File: config.mk
export PLATFORM = sky130hd
export DESIGN_NAME = linked_handle_queue
export DESIGN_NICKNAME = d
export VERILOG_FILES = /design/src/rtl/lhq_pkg.sv /design/src/rtl/linked_handle_queue.sv /design/src/rtl/lhq_ctrl.sv /design/src/rtl/lhq_dpath.sv
export SDC_FILE = /design/constraint.sdc
export NUM_CORES = 1
export LEC_CHECK = 0
export BUFFER_PORTS_ARGS = -buffer_cell sky130_fd_sc_hd__buf_2
export CORE_UTILIZATION = 39
export DETAILED_ROUTE_END_ITERATION = 10
export PLACE_DENSITY = 0.55
export REMOVE_ABC_BUFFERS = 1
export SYNTH_ARGS = -nofsm -noshare
export SYNTH_HDL_FRONTEND = slang
export SYNTH_HIERARCHICAL = 1
export SYNTH_SLANG_ARGS = --single-unit
File: constraint.sdc
create_clock -name i_clk -period 4.02 [get_ports i_clk]
set_input_delay 0.603 -clock i_clk [delete_from_list [all_inputs] [get_ports i_clk]]
set_output_delay 0.603 -clock i_clk [all_outputs]
set_load 0.005 [all_outputs]
File: src/rtl/lhq_pkg.sv
// Package for the linked handle queue.
// Holds field widths, operation and status codes, and the controller/datapath
// interface structs. Depends on nothing.
package lhq_pkg;

    localparam int HANDLE_W = 6;
    localparam int OP_W     = 2;
    localparam int STATUS_W = 2;

    typedef enum logic [OP_W-1:0] {
        OP_ENQ   = 2'd0,
        OP_DEQ   = 2'd1,
        OP_DRAIN = 2'd2,
        OP_QUERY = 2'd3
    } t_op;

    typedef enum logic [STATUS_W-1:0] {
        ST_OK    = 2'd0,
        ST_EMPTY = 2'd1,
        ST_DUP   = 2'd2
    } t_status;

    typedef struct packed {
        logic accept;
        logic do_enq;
        logic do_query;
        logic do_empty_resp;
        logic load_item;
        logic deq_pop;
        logic drain_step;
    } t_lhq_cmd;

    typedef struct packed {
        t_op  op;
        logic empty;
        logic out_free;
        logic at_tail;
    } t_lhq_sts;

endpackage

File: src/rtl/linked_handle_queue.sv
// Linked handle queue: a FIFO of item handles kept as a linked list in a
// next-handle memory, with head, tail, empty flag and one membership bit per
// handle; it takes an input word and returns one or more result words. An
// enqueue, a query, and a dequeue or drain on an empty queue answer from
// S_EXEC; a dequeue goes via S_EXEC and S_DEQ; a drain via S_EXEC, then
// S_DRAIN once per queued handle. The registered next-memory read sets the
// S_DEQ step and a drain pace of one handle per cycle while the output is
// not stalled. The next memory needs no clearing after reset, so words are
// taken right away. Depends on lhq_pkg, lhq_ctrl and lhq_dpath.
module linked_handle_queue
    import lhq_pkg::*;
#(
    parameter int POOL_ITEMS = 64
) (
    input  logic                i_clk,
    input  logic                i_rst_n,
    input  logic                i_in_valid,
    output logic                o_in_stall,
    input  logic [OP_W-1:0]     i_op,
    input  logic [HANDLE_W-1:0] i_handle,
    output logic                o_out_valid,
    input  logic                i_out_stall,
    output logic [STATUS_W-1:0] o_status,
    output logic [HANDLE_W-1:0] o_item_handle,
    output logic                o_is_inside,
    output logic                o_is_empty,
    output logic                o_last
);

    t_lhq_cmd cmd;
    t_lhq_sts sts;

    lhq_ctrl u_ctrl (
        .i_clk      (i_clk),
        .i_rst_n    (i_rst_n),
        .i_in_valid (i_in_valid),
        .o_in_stall (o_in_stall),
        .i_sts      (sts),
        .o_cmd      (cmd)
    );

    lhq_dpath #(
        .POOL_ITEMS (POOL_ITEMS)
    ) u_dpath (
        .i_clk         (i_clk),
        .i_rst_n       (i_rst_n),
        .i_cmd         (cmd),
        .o_sts         (sts),
        .i_op          (i_op),
        .i_handle      (i_handle),
        .o_out_valid   (o_out_valid),
        .i_out_stall   (i_out_stall),
        .o_status      (o_status),
        .o_item_handle (o_item_handle),
        .o_is_inside   (o_is_inside),
        .o_is_empty    (o_is_empty),
        .o_last        (o_last)
    );

    a_one_cmd: assert property (@(posedge i_clk) disable iff (!i_rst_n)
        $onehot0({cmd.accept, cmd.do_enq, cmd.do_query, cmd.do_empty_resp,
                  cmd.load_item, cmd.deq_pop, cmd.drain_step}))
        else $error("more than one datapath command in one cycle");

    a_accept_busy: assert property (@(posedge i_clk) disable iff (!i_rst_n)
        cmd.accept |=> o_in_stall)
        else $error("input not stalled after a word was accepted");

    a_empty_status: assert property (@(posedge i_clk) disable iff (!i_rst_n)
        o_out_valid && (o_status == ST_EMPTY) |-> o_is_empty && o_last)
        else $error("empty status without empty flag and last");

    a_mid_drain_ok: assert property (@(posedge i_clk) disable iff (!i_rst_n)
        o_out_valid && !o_last |-> (o_status == ST_OK) && o_is_empty)
        else $error("non-final drain word with bad status or flag");

endmodule

File: src/rtl/lhq_ctrl.sv
// Controller state machine of the linked handle queue.
// Sequences enqueue, dequeue, drain and query words into datapath commands.
// Depends on lhq_pkg.
module lhq_ctrl
    import lhq_pkg::*;
(
    input  logic     i_clk,
    input  logic     i_rst_n,
    input  logic     i_in_valid,
    output logic     o_in_stall,
    input  t_lhq_sts i_sts,
    output t_lhq_cmd o_cmd
);

    typedef enum logic [1:0] {
        S_IDLE,
        S_EXEC,
        S_DEQ,
        S_DRAIN
    } t_state;

    t_state r_state;
    t_state n_state;

    always_ff @(posedge i_clk) begin
        if (!i_rst_n) begin
            r_state <= S_IDLE;
        end else begin
            r_state <= n_state;
        end
    end

    assign o_in_stall = (r_state != S_IDLE);

    always_comb begin
        n_state = r_state;
        o_cmd   = '0;
        unique case (r_state)
            S_IDLE: begin
                if (i_in_valid) begin
                    o_cmd.accept = 1'b1;
                    n_state      = S_EXEC;
                end
            end
            S_EXEC: begin
                unique case (i_sts.op)
                    OP_ENQ: begin
                        if (i_sts.out_free) begin
                            o_cmd.do_enq = 1'b1;
                            n_state      = S_IDLE;
                        end
                    end
                    OP_QUERY: begin
                        if (i_sts.out_free) begin
                            o_cmd.do_query = 1'b1;
                            n_state        = S_IDLE;
                        end
                    end
                    OP_DEQ, OP_DRAIN: begin
                        if (i_sts.empty) begin
                            if (i_sts.out_free) begin
                                o_cmd.do_empty_resp = 1'b1;
                                n_state             = S_IDLE;
                            end
                        end else begin
                            o_cmd.load_item = 1'b1;
                            n_state = (i_sts.op == OP_DEQ) ? S_DEQ : S_DRAIN;
                        end
                    end
                    default: n_state = S_IDLE;
                endcase
            end
            S_DEQ: begin
                if (i_sts.out_free) begin
                    o_cmd.deq_pop = 1'b1;
                    n_state       = S_IDLE;
                end
            end
            S_DRAIN: begin
                if (i_sts.out_free) begin
                    o_cmd.drain_step = 1'b1;
                    if (i_sts.at_tail) begin
                        n_state = S_IDLE;
                    end
                end
            end
            default: n_state = S_IDLE;
        endcase
    end

endmodule

File: src/rtl/lhq_dpath.sv
// Datapath of the linked handle queue.
// Holds the next-handle memory, head, tail, empty flag, membership bits and
// the output word register. Depends on lhq_pkg.
module lhq_dpath
    import lhq_pkg::*;
#(
    parameter int POOL_ITEMS = 64
) (
    input  logic                i_clk,
    input  logic                i_rst_n,
    input  t_lhq_cmd            i_cmd,
    output t_lhq_sts            o_sts,
    input  logic [OP_W-1:0]     i_op,
    input  logic [HANDLE_W-1:0] i_handle,
    output logic                o_out_valid,
    input  logic                i_out_stall,
    output logic [STATUS_W-1:0] o_status,
    output logic [HANDLE_W-1:0] o_item_handle,
    output logic                o_is_inside,
    output logic                o_is_empty,
    output logic                o_last
);

    localparam int IDX_W = (POOL_ITEMS > 1) ? $clog2(POOL_ITEMS) : 1;

    logic [HANDLE_W-1:0] r_next_mem [POOL_ITEMS];
    logic [HANDLE_W-1:0] r_rd_data;
    logic [HANDLE_W-1:0] n_item;

    t_op                 r_op;
    logic [HANDLE_W-1:0] r_handle;
    logic [HANDLE_W-1:0] r_item;
    logic [HANDLE_W-1:0] r_head;
    logic [HANDLE_W-1:0] r_tail;
    logic                r_empty;
    logic [POOL_ITEMS-1:0] r_member;

    logic                r_out_valid;
    t_status             r_status;
    logic [HANDLE_W-1:0] r_out_item;
    logic                r_out_inside;
    logic                r_out_empty;
    logic                r_out_last;

    logic in_pool;
    logic member_hit;
    logic enq_bad;
    logic at_tail;
    logic emit;
    logic mem_we;

    assign in_pool    = ({1'b0, r_handle} < (HANDLE_W+1)'(POOL_ITEMS));
    assign member_hit = in_pool && r_member[r_handle[IDX_W-1:0]];
    assign enq_bad    = !in_pool || member_hit;
    assign at_tail    = (r_item == r_tail);
    assign emit       = i_cmd.do_enq || i_cmd.do_query || i_cmd.do_empty_resp ||
                        i_cmd.deq_pop || i_cmd.drain_step;
    assign mem_we     = i_cmd.do_enq && !enq_bad && !r_empty;

    always_comb begin
        priority if (i_cmd.load_item) begin
            n_item = r_head;
        end else if (i_cmd.drain_step) begin
            n_item = r_rd_data;
        end else begin
            n_item = r_item;
        end
    end

    // The read data holds the item's successor, read before any write.
    always_ff @(posedge i_clk) begin
        if (mem_we) begin
            r_next_mem[r_tail[IDX_W-1:0]] <= r_handle;
        end
        r_rd_data <= r_next_mem[n_item[IDX_W-1:0]];
    end

    always_ff @(posedge i_clk) begin
        r_item <= n_item;
        if (i_cmd.accept) begin
            r_op     <= t_op'(i_op);
            r_handle <= i_handle;
        end
        if (emit) begin
            r_out_item   <= '0;
            r_out_inside <= 1'b0;
            r_out_last   <= 1'b1;
            priority if (i_cmd.do_enq) begin
                r_status    <= enq_bad ? ST_DUP : ST_OK;
                r_out_empty <= enq_bad ? r_empty : 1'b0;
            end else if (i_cmd.do_query) begin
                r_status     <= ST_OK;
                r_out_inside <= member_hit;
                r_out_empty  <= r_empty;
            end else if (i_cmd.do_empty_resp) begin
                r_status    <= ST_EMPTY;
                r_out_empty <= 1'b1;
            end else if (i_cmd.deq_pop) begin
                r_status    <= ST_OK;
                r_out_item  <= r_item;
                r_out_empty <= at_tail;
            end else begin
                r_status    <= ST_OK;
                r_out_item  <= r_item;
                r_out_empty <= 1'b1;
                r_out_last  <= at_tail;
            end
        end
    end

    always_ff @(posedge i_clk) begin
        if (!i_rst_n) begin
            r_head      <= '0;
            r_tail      <= '0;
            r_empty     <= 1'b1;
            r_member    <= '0;
            r_out_valid <= 1'b0;
        end else begin
            if (emit) begin
                r_out_valid <= 1'b1;
            end else if (!i_out_stall) begin
                r_out_valid <= 1'b0;
            end
            if (i_cmd.do_enq && !enq_bad) begin
                r_member[r_handle[IDX_W-1:0]] <= 1'b1;
                if (r_empty) begin
                    r_head <= r_handle;
                end
                r_tail  <= r_handle;
                r_empty <= 1'b0;
            end
            if (i_cmd.deq_pop) begin
                r_member[r_item[IDX_W-1:0]] <= 1'b0;
                if (at_tail) begin
                    r_empty <= 1'b1;
                end else begin
                    r_head <= r_rd_data;
                end
            end
            if (i_cmd.drain_step) begin
                r_member[r_item[IDX_W-1:0]] <= 1'b0;
                if (at_tail) begin
                    r_empty <= 1'b1;
                end
            end
        end
    end

    assign o_sts.op       = r_op;
    assign o_sts.empty    = r_empty;
    assign o_sts.out_free = !r_out_valid || !i_out_stall;
    assign o_sts.at_tail  = at_tail;

    assign o_out_valid   = r_out_valid;
    assign o_status      = r_status;
    assign o_item_handle = r_out_item;
    assign o_is_inside   = r_out_inside;
    assign o_is_empty    = r_out_empty;
    assign o_last        = r_out_last;

endmodule
### After elaboration in Yosys (flattened, before gate mapping)

Memory sizes are Yosys's and may differ from the RTL's. A register that Yosys moved wholly into a read port is not among the register bits.
Cells that the tools add are included.
W data, S select, Z words.

| operators by class | value |
|---|---|
| magnitude comparators | 4 |
| equality and inequality tests | 11 |
| muxes and demuxes | 54 |
| bitwise operators | 5 |
| reductions and logical operators | 22 |

Operator list:

| kind | number |
|---|---|
| $mux W64 | 5 |
| $and A64 B64 Y64 | 2 |
| $not A64 Y64 | 1 |
| $or A64 B64 Y64 | 1 |
| $mux W6 | 6 |
| $mux W1 | 28 |
| $mux W2 | 9 |
| $lt A6 B7 Y1 const B | 2 |
| $demux W1 S6 | 2 |
| $ge A6 B1 Y1 const B | 2 |
| $eq A2 B2 Y1 const B | 4 |
| $pmux W2 S4 | 1 |
| $bmux W1 S6 | 1 |
| $eq A6 B6 Y1 | 1 |
| $reduce_or A2 Y1 | 3 |
| $logic_or A1 B1 Y1 | 5 |
| $eq A2 B1 Y1 const B | 2 |
| $logic_and A1 B1 Y1 | 4 |
| $logic_not A1 Y1 | 4 |
| $logic_not A2 Y1 | 2 |
| $mux W4 | 1 |
| $ne A2 B1 Y1 const B | 2 |
| $ne A2 B2 Y1 const B | 2 |
| $pmux W2 S2 | 1 |
| 5 further kinds | 5 |

| storage, ports and cells | value |
|---|---|
| flip-flop bits (word level) | 105 |
| RAM bits | 384 |
| input bits | 12 |
| output and inout bits | 13 |
| logic and storage cells | 111 |
| memories | 1 |

Memory list:

| memory | words | bits a word | read ports | clocked after memory_dff | wr ports | line | text |
|---|---|---|---|---|---|---|---|
| u_dpath.r_next_mem | 64 | 6 | 1 | 1 | 1 | lhq_dpath.sv:26 | `logic [HANDLE_W-1:0] r_next_mem [POOL_ITEMS];` |

### Longest topological paths before layout

Gate-level depths: netlist (run 1).

| logic depth | value |
|---|---|
| word-level depth | 14 |
| depth in mapped cells | 16 |
| gate-level depth less buffers | 12 |

### Modules after synthesis

The synthesis (run 1) kept the hierarchy.

By module, submodules not included:

| module | instances | cells an instance | area an instance (um2) | seq. area each (um2) |
|---|---|---|---|---|
| lhq_dpath | 1 | 1520 | 20599.8 | 13903.3 |
| lhq_ctrl | 1 | 29 | 221.5 | 40.0 |

### Worst setup path before layout (run 1)

OpenSTA, ideal clock, no wires.

| timing | value |
|---|---|
| path kind | flip-flop to flip-flop |
| start point | register u_dpath.r_handle[2] |
| end point | memory u_dpath.r_next_mem[39][0], enable pin |
| library setup time | 0.386 ns |
| data arrival time | 3.892 ns |
| required time | 3.634 ns |
| setup slack | -0.258 ns |
| stages on the path, launching flop included | 12 |
| buffers on the path | 6 |
| period minus slack after synthesis | 4.278 ns |
| cells stage by stage | edfxtp_1 -> buf_4 -> buf_6 -> buf_2 -> mux4_2 -> mux2i_1 -> nor2_1 -> or4_1 -> buf_2 -> buf_6 -> buf_2 -> nor4_1 |

| on the way | value |
|---|---|
| cells in the longest elaborated chain, start to end | 7 |

RTL lines:

| what | line | text |
|---|---|---|
| from (decl) | lhq_dpath.sv:31 | `logic [HANDLE_W-1:0] r_handle;` |
| from (signal assigned) | lhq_dpath.sv:82 | `r_handle <= i_handle;` |
| $bmux W1 S6 | lhq_dpath.sv:53 | `assign member_hit = in_pool && r_member[r_handle[IDX_W-1:0]];` |
| $mux W1 (not written as such) | lhq_dpath.sv:53 |  |
| $logic_not A1 Y1 | lhq_dpath.sv:58 | `assign mem_we = i_cmd.do_enq && !enq_bad && !r_empty;` |
| $logic_and A1 B1 Y1 (2 in a row) | lhq_dpath.sv:58 |  |
| $mux W1 | lhq_dpath.sv:72 | `if (mem_we) begin` |
| $mux W1 (not written as such) | lhq_dpath.sv:73 | `r_next_mem[r_tail[IDX_W-1:0]] <= r_handle;` |
| to (decl) | lhq_dpath.sv:26 |  |

Every way passes these cells. The select of a mux whose other input is x is not followed.

==> impl_summary.md, run 1 <==
Outcome
The run finished with clean final reports.

Clock network
The insertion delay of the later-clocked pin in the worst-skew pair is 620 ps. The tree built by TritonCTS fans out to 495 sinks. After clock tree synthesis, the clock-pin slew on the worst setup and hold paths is 60 ps. In this run the deepest clock path goes through 3 buffers. TritonCTS created 52 clock buffers. The clock root buffer is clkbuf_16. The post-CTS setup buffer count is 0.

After clock tree synthesis, the flow added hold-fix buffers numbering 0. The post-cts resize count is 0. The clock tree synthesis step divided the H-tree into 2 levels. The CTS tree is built.

Synthesis
The number of unique standard cell types used by synthesis is 63. The fraction of the yosys area taken by sequential cells is 0.670. The post-synthesis register bit count is 495. The number of enable flip-flop cells after synthesis is 403. Summed over all instances, the cell type with the most area after synthesis is edfxtp_1. The most common cell in the synthesized netlist is edfxtp_1. The number of warnings printed during yosys synthesis is 6.

In the synthesized netlist, the number of instances is 1549. By count the netlist is led by edfxtp_1, nand2_1, nor3_1. The fraction of post-synthesis cell area in the top cell type by area is 0.581.

The flip-flop cell with the highest count after synthesis is edfxtp_1. The mean area per synthesized cell is 13.4 µm². The proportion of synthesized flip-flops having asynchronous set or reset is 0. Sorting the synthesized cells by area gives the leading types as edfxtp_1, dfxtp_1, nand2_1, mux2i_1, o221a_2. The post-synthesis instance area is 20800 µm².

Timing
The worst hold slack across all endpoints is 151 ps. The final max-slew violation count was 0. The final setup slack of the worst path is 365 ps. The timing-limited maximum frequency is 274 MHz. The total of endpoints with negative setup slack in the final report is 0.

The setup total negative slack is 0 ps. In the finished design, the share of the clock period the worst path needs comes to 0.909. The clock period minus final worst setup slack is 3660 ps. The number of hold-slack violations in the final timing report is 0. Setup repair after global routing left no endpoint under its margin. The relative slew slack is 0.344. The maximum clock skew at final layout is 35.4 ps.

The transition at the pin with the smallest max-transition slack is 976 ps.

Min path
The type of the worst min-delay path is in2reg.

Global route
The met1 global-route usage is 0.287. The met3 capacity usage during global routing is 0.0353. The total grt overflow is 0. The via count of the first global-routing pass came to 13026. The maximum number of pins on one net before global-route repair is 75. The first global-routing pass estimated 83100 µm of wire.

met2 is the most crowded layer. For met2 alone, demand over resource in global routing was 0.326. The global-route usage over all layers is 0.206. The initial antenna violation count is 0.

Route
The total via count in the routed design is 13523. Summed over all layers, the routed wires come to 55900 µm. The detailed router finished its first iteration with 1399 violations. For this run, the detailed router's first-pass iteration total came to 6.

In the routed layout, each cell is associated on average with a via count of 5.77. The post-detailed-route wirelength per cell is 23.8 µm. In this run the remaining antenna-violating nets after routing total 0. The remaining design rule violation count is 0.

Floorplan
For this configuration, the core starts out at a cell density of 0.395. The area of the core is 52700 µm². The count of boundary I/O pins is 25. The die is 233 µm tall. The die footprint is 54300 µm². The number of placement rows is 84. The horizontal die dimension is 233 µm.

Worst setup path
For the worst setup path, the data required time is 4560 ps. The worst setup path is captured at a flop. The arrival time at the worst endpoint is 4190 ps. The critical path start-end classification is reg2reg.

STA classifies the critical path startpoint as a flop. In this run the worst path has a maximum fanout of 32.

Place
Detailed placement ended at an HPWL of 35000 µm. Buffers placed on the I/O ports in this run total 24. The global placement routability congestion is 0.899. At the placement stage, the worst setup path has a slack of 243 ps.

Power
Power spread over the standard cell area amounts to 543 nW/µm². The worst-case IR drop observed on VDD is 0.000355 V. Summed over all cells, the static leakage comes to 7.97 nW.

Flow run
Across the run, the number of max-cap violations was 0.

Finish
Fill cells in the final layout number 4649. In the final layout, the share of cells above drive strength 1 is 0.200. The repair_antennas step left the layout with diodes totalling 0. The net count of the finished layout is 1631.

Compared with the post-synthesis result, the final layout area differs by 14.7%. At the end of the flow the core is filled with cells to 0.454.
per-stage QoR:
step	std cells	power [W]	area [µm²]
4_1_cts	2344	0.0131	23900
3_3_place_gp	2250	0.00826	22200
6_report	2344	0.0130	23900
3_5_place_dp	2250	0.00827	22200
2_1_floorplan	1423	0.00730	20200
5_1_grt	2344	0.0134	23900
worst max-delay path, stage by stage (launching register included):
cell,delay (ps)
edfxtp_1,380
inv_1,60
ha_1,310
nand2b_1,130
nor3_1,60
buf_4,190
nand2b_1,310
o21ai_4,160
inv_6,300
buf_12,260
nand2_1,70
and3_1,170
a2111oi_0,590
o2bb2ai_1,280
a211oi_1,260
cell type report:
type | count | area (µm²) | area share
Inverter | 12 | 50.0 | 0.00210
Tap cell | 688 | 861 | 0.0360
Multi-Input combinational cell | 916 | 6270 | 0.262
Sequential cell | 495 | 13900 | 0.584
Clock buffer | 60 | 1330 | 0.0557
Clock inverter | 34 | 360 | 0.0151
Timing Repair Buffer | 139 | 1070 | 0.0448
layer usage:
layer  up-vias  part of all wire
li1       6142                 -
met1      6788              0.44
met2       496              0.47
met3        97             0.061
met4         0             0.029
met5         -                 0
layout by cell type, fill, tap and decap left out, types with 28 or more instances in the layout:
cell type	Yosys	final
o21ai_0	28	28
edfxtp_1	403	403
o221a_2	64	64
mux2i_1	79	79
buf_4	5	108
a21oi_1	41	41
nor3_1	106	106
dfxtp_1	92	92
nand2_1	247	247
clkbuf_16	0	52
report_power, final:
part,internal (W),switching (W),total [W]
combinational,0.000844,0.00154,0.00239
clock,0.00277,0.00203,0.00480
sequential,0.00563,0.000148,0.00577
final timing paths:
| path | from | to | slack [ps] | cells past startpoint |
|---|---|---|---|---|
| worst max-delay path | u_dpath/r_op[0] | u_dpath/r_rd_data[5] | 360 | 14 |
| worst min-delay path | i_handle[2] | u_dpath/r_handle[2] | 150 | 1 |
| worst max register to register | u_dpath/r_op[0] | u_dpath/r_rd_data[5] | 360 | 14 |
| worst min register to register | u_dpath/r_member[42] | u_dpath/r_member[42] | 460 | 2 |
state kept, by name (all words and copies together), names as in the netlist, 2 cells and up:
| signal | flops |
|---|---|
| u_dpath/r_handle | 6 |
| u_dpath/r_next_mem | 384 |
| u_dpath/o_item_handle | 6 |
| u_dpath/r_member | 64 |
| u_dpath/r_tail | 6 |
| u_dpath/r_item | 6 |
| u_dpath/r_head | 6 |
| u_dpath/o_status | 2 |
| u_dpath/r_op | 2 |
| u_dpath/r_rd_data | 6 |
| u_ctrl/r_state | 2 |
kinds of logic (layout without fill, tap and decap cells):
| group | after synthesis | in the layout | share of synthesized area |
|---|---|---|---|
| xor gates and xnor gates | 6 | 6 | 0.00252 |
| muxes | 113 | 113 | 0.0688 |
| and+or+nand+nor | 525 | 525 | 0.122 |
| DFF | 495 | 495 | 0.670 |
| AOI/OAI and AO/OA | 269 | 269 | 0.105 |
| adders and majority gates | 3 | 3 | 0.00180 |
| buffers and inverters | 138 | 245 | 0.0299 |
Note: power is estimated with default switching activity, not from simulation.
==> inputs of run 2 (changes only) <==
CTS_BUF_LIST = sky130_fd_sc_hd__clkbuf_8   (was not set)
HOLD_SLACK_MARGIN = 0.05   (was not set)
==> impl_summary.md, run 2 (synthesis gave the netlist of run 1 again) <==
Finish
The filler cells instantiated in the layout total 4682. The area growth from synthesis to layout is 14.1%. The most frequent standard cell in the layout excluding fill and tap cells is edfxtp_1. In the layout the commonest cells are edfxtp_1, nand2_1, buf_4.

The diode insertion count for antenna repair is 0. The cell area after layout is 23800 µm². In the final design database the tool counted 1664 nets. The fraction of final layout cells with drive strength greater than 1 is 0.211. The flip-flop count of the largest register, all copies and words added is 384.

Timing
Across the routed clock network, the largest skew measured is 49.6 ps. The setup total negative slack is 0 ps. Timing would allow up to 275 MHz. The total of endpoints with negative setup slack in the final report is 0.

In the finished design, the share of the clock period the worst path needs comes to 0.905. The clock period minus final worst setup slack is 3640 ps. Setup repair after global routing left no endpoint under its margin.

The final max-slew violation count is 0. Measured against its own limit, the worst slew margin works out to 0.339. The number of hold-slack violations in the final timing report came to 0. The transition at the pin with the smallest max-transition slack is 984 ps.

Worst setup path
The library cell contributing the largest single delay on the critical path is a2111oi_0. The cell depth of the worst setup path is 14. In this design, the critical path's most frequently occurring cell is nand2b_1. The type of element launching the critical path is a flop. The number of cells on the worst reg-to-reg path is 14. The capturing instance or port of the critical path is u_dpath/r_rd_data[5]. The register-to-register path setup slack is 380 ps. On the critical path the largest part of the delay comes from compound AO/OA/AOI/OAI gates.

The start of the worst register-to-register path is u_dpath/r_op[0]. The critical path goes through inv_1 > ha_1 > nand2b_1 > nor3_1 > buf_4 > nand2b_1 > o21ai_4 > inv_6 > buf_12 > nand2_1 > and3_1 > a2111oi_0 > o2bb2ai_1 > a211oi_1. The critical path start-end classification is reg2reg.

Along the worst path, the maximum fanout reaches 32. The arrival time at the worst endpoint is 4220 ps. The capturing element type of the critical path is a flop. STA puts the critical path data required time at 4600 ps. In this run the critical register-to-register path is captured at u_dpath/r_rd_data[5]. The sum of buffers and inverters on the critical path is 4.

The maximum cell stage delay along the critical path is 600 ps. The origin of the worst setup path is u_dpath/r_op[0].

Global route
The total grt overflow is 0. The maximum number of pins on one net before global-route repair is 75. The first global-routing pass estimated 83600 µm of wire.

The via count of the first global-routing pass was 13315. The initial antenna violation count was 0. The global-route usage over all layers is 0.208.

Clock network
The clock root buffer is clkbuf_8. The number of setup buffers added after CTS is 0. The clock sink total is 495.

The maximum number of buffers from clock root to sink is 3. The CTS buffer count is 85. The clock-pin slew on the worst setup and hold paths is 60 ps. After clock tree synthesis, the flow added hold-fix buffers numbering 0. The H-tree level count is 3. TritonCTS built the clock tree. The insertion delay of the later-clocked pin in the worst-skew pair is 680 ps. After clock tree synthesis, the repair step resized 0 gates.

Floorplan
The floorplan has 84 rows. The horizontal die dimension is 233 µm. The height of the die is 233 µm.

The die covers 54300 µm². The area of the core is 52700 µm². The initial core utilization is 0.395.

For this design the top-level I/O count stands at 25.

Flow run
The max-capacitance violation count is 0.

Route
In the routed layout, each cell is associated on average with a via count of 5.67. The number of detailed-route iterations in the first pass is 5. The overall routed net length is 56300 µm.

The number of violations reported at the end of detailed-routing iteration 0 is 1296. The count of antenna-violating nets left after detailed routing is 0. The total via count in the routed design is 13648. Dividing the detail-routed wire length by the instance count gives 23.4 µm. The remaining design rule violation count is 0.

Power
Overall power consumption after layout is estimated at 0.0124 W. For this design the static power due to leakage is 8.01 nW. Dividing total power by cell area gives a power density of 523 nW/µm². The worst-case IR drop observed on VDD is 0.000226 V.

Place
The detailed placer's ending HPWL is 35000 µm. The global placement routability congestion is 0.899. In this run the tool buffered the top-level ports with 24 buffer cells.

Summing all placed instances gives a cell area of 22200 µm².

Outcome
The flow ran to the end, and the final reports show no timing, DRC or antenna violations.

Min path
The type of the worst min-delay path is in2reg.
## run 2: metrics by stage
step                 util  hold slack (ps)  setup WS (ps)  instances
floorplan               -              420          -3440       1423
global placement    0.421              437            409       2250
detailed placement  0.421              445            243       2250
CTS                 0.451             52.7            335       2405
global route        0.451             67.5            165       2405
finish              0.451              106            381       2405
## run 2: worst min path at each step
stage                         startpoint                    to  slack (ps)  cells past startpoint
global placement    u_dpath/r_member[42]  u_dpath/r_member[42]         440                      2
finish                       i_handle[5]   u_dpath/r_handle[5]         110                      1
global route                 i_handle[5]   u_dpath/r_handle[5]          70                      1
detailed placement  u_dpath/r_member[42]  u_dpath/r_member[42]         450                      2
floorplan           u_dpath/r_member[42]  u_dpath/r_member[42]         420                      2
CTS                          i_handle[5]   u_dpath/r_handle[5]          50                      1
## run 2: power breakdown
| group | switching [W] | leakage [nW] | total, W | internal, W |
|---|---|---|---|---|
| Clock | 0.00206 | 0.865 | 0.00426 | 0.00220 |
| Sequential | 0.000152 | 4.38 | 0.00578 | 0.00563 |
| Combinational | 0.00154 | 2.77 | 0.00239 | 0.000844 |
## run 2: layout make-up
| class | count | area [µm²] | share of cell area |
|---|---|---|---|
| inverters | 12 | 50.0 | 0.00211 |
| repair buffers | 139 | 1070 | 0.0451 |
| multi-input cells | 916 | 6270 | 0.264 |
| flip-flops and latches | 495 | 13900 | 0.587 |
| clock buffers | 86 | 1180 | 0.0498 |
| well taps | 688 | 861 | 0.0362 |
| clock inverters | 69 | 385 | 0.0162 |
## run 2: layer usage
layer / vias up / share of wire / track usage
met4: 0 / 0.037 / 0.0991
met3: 106 / 0.060 / 0.0376
met2: 489 / 0.46 / 0.321
li1: 6223 / - / -
met1: 6830 / 0.44 / 0.284
met5: - / 0 / 0
